## src/rtl/assert_macros.svh

```systemverilog
// ----------------------------------------------------------------------------
// assert_macros.svh
// Concurrent assertion shorthands used by the RTL.
// ----------------------------------------------------------------------------
`ifndef ASSERT_MACROS_SVH
`define ASSERT_MACROS_SVH

// Same-cycle implication: cons must hold whenever ante holds.
`define ASSERT_IMP(name, clk, rst, ante, cons) \
   name: assert property (@(posedge clk) disable iff (rst) (ante) |-> (cons)) \
      else $error("assertion failed");

// Next-cycle implication: cons must hold in the cycle after ante.
`define ASSERT_NXT(name, clk, rst, ante, cons) \
   name: assert property (@(posedge clk) disable iff (rst) (ante) |=> (cons)) \
      else $error("assertion failed");

`endif

```

## src/rtl/palrgb_pkg.sv

```systemverilog
// ----------------------------------------------------------------------------
// palrgb_pkg
// Types, codes and lookup functions for the palette to RGB converter.
// ----------------------------------------------------------------------------
package palrgb_pkg;

   // item type codes
   typedef enum logic [1:0] {
      REQ_PIXEL     = 2'd0,
      REQ_BG_WRITE  = 2'd1,
      REQ_OBJ_WRITE = 2'd2
   } req_kind_type;

   // pixel source codes (three is treated as object)
   localparam logic [1:0] SRC_BLANK = 2'd0;
   localparam logic [1:0] SRC_BG    = 2'd1;

   // configuration register indexes
   localparam logic [2:0] CSR_COLOR_MODE = 3'd0;
   localparam logic [2:0] CSR_TINT_MODE  = 3'd1;
   localparam logic [2:0] CSR_BG_MAP     = 3'd2;
   localparam logic [2:0] CSR_OBJ_MAP0   = 3'd3;
   localparam logic [2:0] CSR_OBJ_MAP1   = 3'd4;

   localparam logic [7:0] BG_MAP_RESET = 8'd252;

   // how the output stage builds the color
   typedef enum logic [1:0] {
      PK_WHITE = 2'd0,
      PK_TINT  = 2'd1,
      PK_RAM   = 2'd2
   } pix_kind_type;

   typedef struct packed {
      pix_kind_type kind;
      logic [1:0]   shade;
      logic         use_bg;
   } pix_info_type;

   typedef struct packed {
      logic       en;
      logic [5:0] index;
      logic [7:0] data;
   } ram_wr_type;

   function automatic logic [1:0] shade_of(input logic [7:0] map, input logic [1:0] color);
      logic [1:0] s;
      unique case (color)
         2'd0: s = map[1:0];
         2'd1: s = map[3:2];
         2'd2: s = map[5:4];
         2'd3: s = map[7:6];
      endcase
      return s;
   endfunction

   // fixed green shades, {red, green, blue}
   function automatic logic [23:0] tint_rgb(input logic [1:0] shade);
      logic [23:0] c;
      unique case (shade)
         2'd0: c = {8'd175, 8'd203, 8'd70};
         2'd1: c = {8'd121, 8'd170, 8'd109};
         2'd2: c = {8'd34,  8'd111, 8'd95};
         2'd3: c = {8'd8,   8'd41,  8'd85};
      endcase
      return c;
   endfunction

   function automatic logic [7:0] widen5(input logic [4:0] v);
      return {v, v[4:2]};
   endfunction

endpackage

```

## src/rtl/pixel_palette_to_rgb.sv

```systemverilog
// ----------------------------------------------------------------------------
// pixel_palette_to_rgb
// Pixel to RGB888 conversion: color RAM lookup, fixed green tint or
// monochrome-indexed color RAM lookup.
// ----------------------------------------------------------------------------
//  channel  | ports                        | carries
//  ---------+------------------------------+-----------------------------------
//  req      | req_valid / req_stall        | pixel item or color RAM byte write
//  rsp      | rsp_valid / rsp_stall        | red, green, blue per pixel item
//  csr      | csr_we, csr_index, csr_wdata | mode flags and shade maps
//
//  One item per cycle while req_stall is low. A pixel goes through address
//  decode and color RAM read, then RGB555 widening or tint lookup, to the output register.
//  RAM writes finish in the cycle they are accepted and give no result.
//  Reset clears the valid flags and sets the config registers.
//  req_stall rises only while the read stage is full and rsp is stalled.
// ----------------------------------------------------------------------------
`include "assert_macros.svh"

module pixel_palette_to_rgb
   import palrgb_pkg::*;
(
   input  logic        clock,
   input  logic        reset,

   input  logic        req_valid,
   output logic        req_stall,
   input  logic [1:0]  req_type,
   input  logic [1:0]  req_pixel_source,
   input  logic [1:0]  req_color_number,
   input  logic [2:0]  req_palette_number,
   input  logic [5:0]  req_ram_index,
   input  logic [7:0]  req_ram_byte,

   output logic        rsp_valid,
   input  logic        rsp_stall,
   output logic [7:0]  rsp_red,
   output logic [7:0]  rsp_green,
   output logic [7:0]  rsp_blue,

   input  logic        csr_we,
   input  logic [2:0]  csr_index,
   input  logic [7:0]  csr_wdata
);

   logic         color_mode_ff, tint_mode_ff;
   logic [7:0]   bg_map_ff, obj_map0_ff, obj_map1_ff;

   logic         req_accept, pix_load, adv;
   logic         s1_valid_ff, s1_valid_in;
   logic         rsp_valid_ff, rsp_valid_in;
   pix_info_type info_ff, info_in;
   logic [4:0]   rd_addr;
   logic [1:0]   shade;
   logic         is_blank, is_bg, pal_nz;
   ram_wr_type   bg_wr, obj_wr;
   logic [15:0]  bg_word, obj_word, sel_word;
   logic [23:0]  rgb_ff, rgb_in;

   // ---------------- configuration
   always_ff @(posedge clock) begin
      if (reset) begin
         color_mode_ff <= 1'b0;
         tint_mode_ff  <= 1'b0;
         bg_map_ff     <= BG_MAP_RESET;
         obj_map0_ff   <= '0;
         obj_map1_ff   <= '0;
      end else if (csr_we) begin
         unique case (csr_index)
            CSR_COLOR_MODE: color_mode_ff <= csr_wdata[0];
            CSR_TINT_MODE:  tint_mode_ff  <= csr_wdata[0];
            CSR_BG_MAP:     bg_map_ff     <= csr_wdata;
            CSR_OBJ_MAP0:   obj_map0_ff   <= csr_wdata;
            CSR_OBJ_MAP1:   obj_map1_ff   <= csr_wdata;
            default: ;
         endcase
      end
   end

   // ---------------- handshake
   assign adv        = s1_valid_ff && (!rsp_valid_ff || !rsp_stall);
   assign req_stall  = s1_valid_ff && !adv;
   assign req_accept = req_valid && !req_stall;
   assign pix_load   = req_accept && (req_type == REQ_PIXEL);

   always_comb begin
      s1_valid_in = s1_valid_ff;
      if (pix_load) begin
         s1_valid_in = 1'b1;
      end else if (adv) begin
         s1_valid_in = 1'b0;
      end
      rsp_valid_in = rsp_valid_ff;
      if (adv) begin
         rsp_valid_in = 1'b1;
      end else if (!rsp_stall) begin
         rsp_valid_in = 1'b0;
      end
   end

   always_ff @(posedge clock) begin
      if (reset) begin
         s1_valid_ff  <= 1'b0;
         rsp_valid_ff <= 1'b0;
      end else begin
         s1_valid_ff  <= s1_valid_in;
         rsp_valid_ff <= rsp_valid_in;
      end
   end

   // ---------------- decode: RAM word address and output kind
   always_comb begin
      is_blank = (req_pixel_source == SRC_BLANK);
      is_bg    = (req_pixel_source == SRC_BG);
      pal_nz   = (req_palette_number != 3'd0);
      shade    = shade_of(is_bg ? bg_map_ff : (pal_nz ? obj_map1_ff : obj_map0_ff),
                          req_color_number);
      info_in.use_bg = is_bg;
      info_in.shade  = shade;
      rd_addr        = {req_palette_number, req_color_number};
      if (color_mode_ff) begin
         info_in.kind = is_blank ? PK_WHITE : PK_RAM;
      end else if (tint_mode_ff) begin
         info_in.kind = PK_TINT;
         if (is_blank) begin
            info_in.shade = 2'd0;
         end
      end else begin
         info_in.kind = is_blank ? PK_WHITE : PK_RAM;
         // compatibility: byte shade*2, a nonzero object palette adds 8 bytes
         rd_addr = is_bg ? {3'b000, shade} : {2'b00, pal_nz, shade};
      end
   end

   always_ff @(posedge clock) begin
      if (pix_load) begin
         info_ff <= info_in;
      end
   end

   always_comb begin
      bg_wr.en    = req_accept && (req_type == REQ_BG_WRITE);
      bg_wr.index = req_ram_index;
      bg_wr.data  = req_ram_byte;
      obj_wr.en    = req_accept && (req_type == REQ_OBJ_WRITE);
      obj_wr.index = req_ram_index;
      obj_wr.data  = req_ram_byte;
   end

   palrgb_color_ram u_bg_ram (
      .clock   (clock),
      .wr      (bg_wr),
      .rd_en   (pix_load),
      .rd_addr (rd_addr),
      .rd_word (bg_word)
   );

   palrgb_color_ram u_obj_ram (
      .clock   (clock),
      .wr      (obj_wr),
      .rd_en   (pix_load),
      .rd_addr (rd_addr),
      .rd_word (obj_word)
   );

   // ---------------- color build
   always_comb begin
      sel_word = info_ff.use_bg ? bg_word : obj_word;
      unique case (info_ff.kind)
         PK_WHITE: rgb_in = {8'hFF, 8'hFF, 8'hFF};
         PK_TINT:  rgb_in = tint_rgb(info_ff.shade);
         PK_RAM:   rgb_in = {widen5(sel_word[4:0]), widen5(sel_word[9:5]),
                             widen5(sel_word[14:10])};
         default:  rgb_in = {8'hFF, 8'hFF, 8'hFF};
      endcase
   end

   always_ff @(posedge clock) begin
      if (adv) begin
         rgb_ff <= rgb_in;
      end
   end

   assign rsp_valid = rsp_valid_ff;
   assign rsp_red   = rgb_ff[23:16];
   assign rsp_green = rgb_ff[15:8];
   assign rsp_blue  = rgb_ff[7:0];

   // ---------------- checks
   `ASSERT_NXT(a_pix_enters, clock, reset, pix_load, s1_valid_ff)
   `ASSERT_NXT(a_write_no_item, clock, reset,
               req_accept && (req_type != REQ_PIXEL) && !s1_valid_ff, !s1_valid_ff)
   `ASSERT_NXT(a_item_reaches_out, clock, reset,
               s1_valid_ff && !(rsp_valid_ff && rsp_stall), rsp_valid_ff)
   `ASSERT_IMP(a_one_ram_write, clock, reset, 1'b1, !(bg_wr.en && obj_wr.en))

endmodule

```

## src/rtl/palrgb_color_ram.sv

```systemverilog
// ----------------------------------------------------------------------------
// palrgb_color_ram
// 64-byte color RAM, stored as 32 little-endian words, byte writes,
// registered word read.
// ----------------------------------------------------------------------------
module palrgb_color_ram
   import palrgb_pkg::*;
(
   input  logic         clock,
   input  ram_wr_type   wr,
   input  logic         rd_en,
   input  logic [4:0]   rd_addr,
   output logic [15:0]  rd_word
);

   logic [7:0]  lo_mem_ff [32];
   logic [7:0]  hi_mem_ff [32];
   logic [15:0] rd_word_ff;

   always_ff @(posedge clock) begin
      if (wr.en && !wr.index[0]) begin
         lo_mem_ff[wr.index[5:1]] <= wr.data;
      end
      if (wr.en && wr.index[0]) begin
         hi_mem_ff[wr.index[5:1]] <= wr.data;
      end
   end

   always_ff @(posedge clock) begin
      if (rd_en) begin
         rd_word_ff <= {hi_mem_ff[rd_addr], lo_mem_ff[rd_addr]};
      end
   end

   assign rd_word = rd_word_ff;

endmodule

```

## config.mk

```make
export PLATFORM = sky130hd
export DESIGN_NAME = pixel_palette_to_rgb
export DESIGN_NICKNAME = d
export VERILOG_FILES = /design/src/rtl/palrgb_pkg.sv /design/src/rtl/pixel_palette_to_rgb.sv /design/src/rtl/palrgb_color_ram.sv
export VERILOG_INCLUDE_DIRS = /design/src /design/src/rtl
export SDC_FILE = /design/constraint.sdc
export NUM_CORES = 1
export LEC_CHECK = 0
export BUFFER_PORTS_ARGS = -buffer_cell sky130_fd_sc_hd__buf_2
export CORE_ASPECT_RATIO = 0.6
export CORE_UTILIZATION = 45
export CTS_CLUSTER_DIAMETER = 100
export DETAILED_ROUTE_END_ITERATION = 10
export PLACE_DENSITY_LB_ADDON = 0.12
export SYNTH_ARGS = -nofsm -noshare
export SYNTH_HDL_FRONTEND = slang
export SYNTH_SLANG_ARGS = --single-unit
```

## constraint.sdc

```tcl
create_clock -name clock -period 4.75 [get_ports clock]
set_input_delay 0.2375 -clock clock [delete_from_list [all_inputs] [get_ports clock]]
set_output_delay 0.2375 -clock clock [all_outputs]
set_load 0.05 [all_outputs]
```

==> reports/qor.csv <==
stage,metric,value,unit
setup_path,critical_path_arrival,4.62,ns
routing,via_per_inst,6.12,
job,drv_cap,0,
floorplanning,pin_count,65,
cells_and_area,drive_above_1_share,12.3,%
timing,tightestPinTransition,1.32,ns
timing,min_period,4.24,ns
routing,wire_per_inst,29.7,um
routing,vias,25603,
status,status,finished clean,
setup_path,startpoint_type,flop,
cells_and_area,syn2layout_area_growth,12.0,%
routing,ant_nets,0,
global_route,overflow,0,
synth,yosys_warnings,0,
pwr,ir_worst_vdd,336,uV
routing,routed_wl,124000,um
timing,slew_violations,0,
synth,yosysSeqAreaShare,75.6,%
place,io_buffers,64,
timing,skew,0.0309,ns
pwr,pwr-share-comb,7.2,%
timing,fin_crit_sh,89.3,%
clocking,cts_hold_buf,16,
clocking,cts_resized,0,
synth,synth.most_common_cell,edfxtp_1,
cells_and_area,n_fill_cell,7560,
timing,rsz0062_at_grt,false,
floorplanning,die_h,236,um
floorplanning,die_w,393,um
place,dp.cells,3994,
clocking,root_buffer,clkbuf_16,
synth,ys_top_cells_by_count,"1018 x edfxtp_1, 556 x nand2_1, 170 x a21oi_1, 162 x nor2_1, 157 x nand3_1",
floorplanning,design.core.area,90200,um2
synth,synthCells,2829,
synth,synth-edff-count,1018,
timing,slew_headroom,12.2,%
clocking,clock-sinks,1046,
global_route,grt_usage,27.0,%
routing,drt_iter0_markers,3318,
pwr,p_clk_share,39.8,%
pwr,p_int,14.8,mW
clocking,cts_tree,built,
pwr,p_leak,14.9,nW
setup_path,crit_top_cell,nand2_1,
routing,drc,0,
timing,finalSetupViolCount,0,
cells_and_area,finalNonFillerCells,4183,
synth,ys_types,65,
pwr,swShare,23.2,%
setup_path,cp_data_required_time,5.13,ns
pwr,seqPwrFrac,53.1,%
synth,yosys_most_used_dff,edfxtp_1,
setup_path,crit_path_max_incr_delay,0.75,ns
floorplanning,start_util,45.7,%
setup_path,cp_cell_sequence,or2_1 -> nand2_1 -> nor2_1 -> nand2_1 -> buf_4 -> a221oi_1 -> nor4_1 -> o211ai_1 -> nor4_2,
setup_path,cp-end-kind,flop,
setup_path,criticalPathCategory,reg -> reg,
clocking,clk_latency,0.69,ns
cells_and_area,design_area,46100,um2
setup_path,slowest_stage,nor4_2,
global_route,grt_pass1_vias,23937,
timing,hold_viol,0,
clocking,clk_pin_slew_worst_paths,0.06,ns
place,place_area,43000,um2
place,globalplace.congestion,0.861,
cells_and_area,finalCoreUtilization,51.2,%
place,place_hpwl,79100,um
global_route,grt_pass1_wl,178000,um
cells_and_area,fin_nets,2938,
clocking,clockBufferDepth,3,
synth,synth_nets,2877,
setup_path,cp_num_buf_inv,1,
clocking,cts_buffers,96,
hold_path,hold_path.class,in -> reg,
synth,async_flop_share,0,%
pwr,power_per_cell_area,417,nW/um2
synth,avgSynthCellArea,14.6,um2
clocking,htreeDepth,3,
synth,syn_area,41200,um2
setup_path,cp_max_fo,14,
global_route,grt_max_degree,139,
timing,hold_ws,0.0667,ns
pwr,switching_power,4.46,mW
clocking,post_cts_buffers,0,
routing,first_pass_iters,7,
synth,ys_ff_latch,1046,
timing,clock.fmax,0.236,GHz
timing,setup-tns-final,0,ns
synth,synth_top_area_cell,edfxtp_1,
floorplanning,num_rows,85,
global_route,antenna_found_initial,4,
setup_path,crit_family,simple AND/OR/NAND/NOR gates,
synth,synth_top_area_share,74.2,%
cells_and_area,diodes,0,
synth,synthTopCellsByArea,"edfxtp_1 74%, nand2_1 5.1%, a221oi_1 2.3%",
floorplanning,die_area,92700,um2
[worst paths after layout]
kind | from | endpoint | slack, ns | depth (start not counted)
worst max-delay path | tint_mode_ff | u_obj_ram.rd_word[3] | 0.51 | 9
worst min-delay path | req_ram_byte[1] | u_bg_ram.hi_mem_ff[26][1] | 0.07 | 1
worst max register to register | tint_mode_ff | u_obj_ram.rd_word[3] | 0.51 | 9
worst min register to register | obj_map0_ff[3] | obj_map0_ff[3] | 0.46 | 2
[layer usage]
layer / vias up / share of wire (%) / track usage [%]
li1: 11061 / - / -
met1: 13065 / 47 / 44.7
met2: 1327 / 40 / 34.9
met3: 146 / 11 / 6.50
met4: 4 / 1.9 / 6.32
met5: - / 0.013 / 0
[power by group through the flow]
stage	sequential, mW	clock, mW	combinational (mW)
detailed placement	10.4	0	1.35
floorplan	10.4	0	0.756
CTS	10.2	7.73	1.36
global placement	10.4	0	1.34
global route	10.2	8.08	1.47
finish	10.2	7.64	1.38
[area by class of cell]
cell class                 count  area [um2]  area share (%)
clock inverter                50         469            1.02
clock buffer                 123        2540            5.51
inverter                      10        37.5          0.0814
multi-input combinational   1583        9270            20.1
timing repair buffer         153        1160            2.51
sequential                  1046       31100            67.5
tap                         1218        1520            3.30
[state kept, by name, summed over array words and instances, names as in the netlist, 5 cells and up]
name                 count
u_bg_ram.lo_mem_ff     256
obj_map0_ff              8
obj_map1_ff              8
u_obj_ram.lo_mem_ff    256
rgb_ff                  23
info_ff                  5
u_bg_ram.rd_word        15
bg_map_ff                8
u_obj_ram.hi_mem_ff    224
u_obj_ram.rd_word       15
u_bg_ram.hi_mem_ff     224
[placed cells by master, fill, tap and decap left out, types with 33 or more instances in the layout]
cell and instances:
nor2_1 160, a221oi_1 110, nand3_1 156, a211o_1 65, nand2_1 555, buf_4 71
a221o_1 61, a21oi_1 170, edfxtp_1 1018, o211ai_1 33, clkbuf_16 96, nor4_2 37
buf_2 57
[stage by stage]
step / setup WS, ns / total power, mW
global route: 0.494 / 19.8
CTS: 0.709 / 19.3
detailed placement: 0.659 / 11.7
global placement: 0.655 / 11.7
floorplan: 0.671 / 11.2
finish: 0.510 / 19.2
[kinds of logic after synthesis]
logic type,share of synthesized area (%)
flip-flops,75.6
buffers and inverters,2.24
multiplexers,0.975
AND/OR/NAND/NOR,10.7
adder cells (fa/ha/maj),0.274
AO/OA/AOI/OAI,10.2
[worst reg2reg max path: stages (launching register included)]
cell and delay (ns):
dfxtp_1 0.33, or2_1 0.43, nand2_1 0.27, nor2_1 0.06
nand2_1 0.66, buf_4 0.33, a221oi_1 0.07, nor4_1 0.70
o211ai_1 0.33, nor4_2 0.75
No activity file was read; power rests on OpenSTA's default activity.
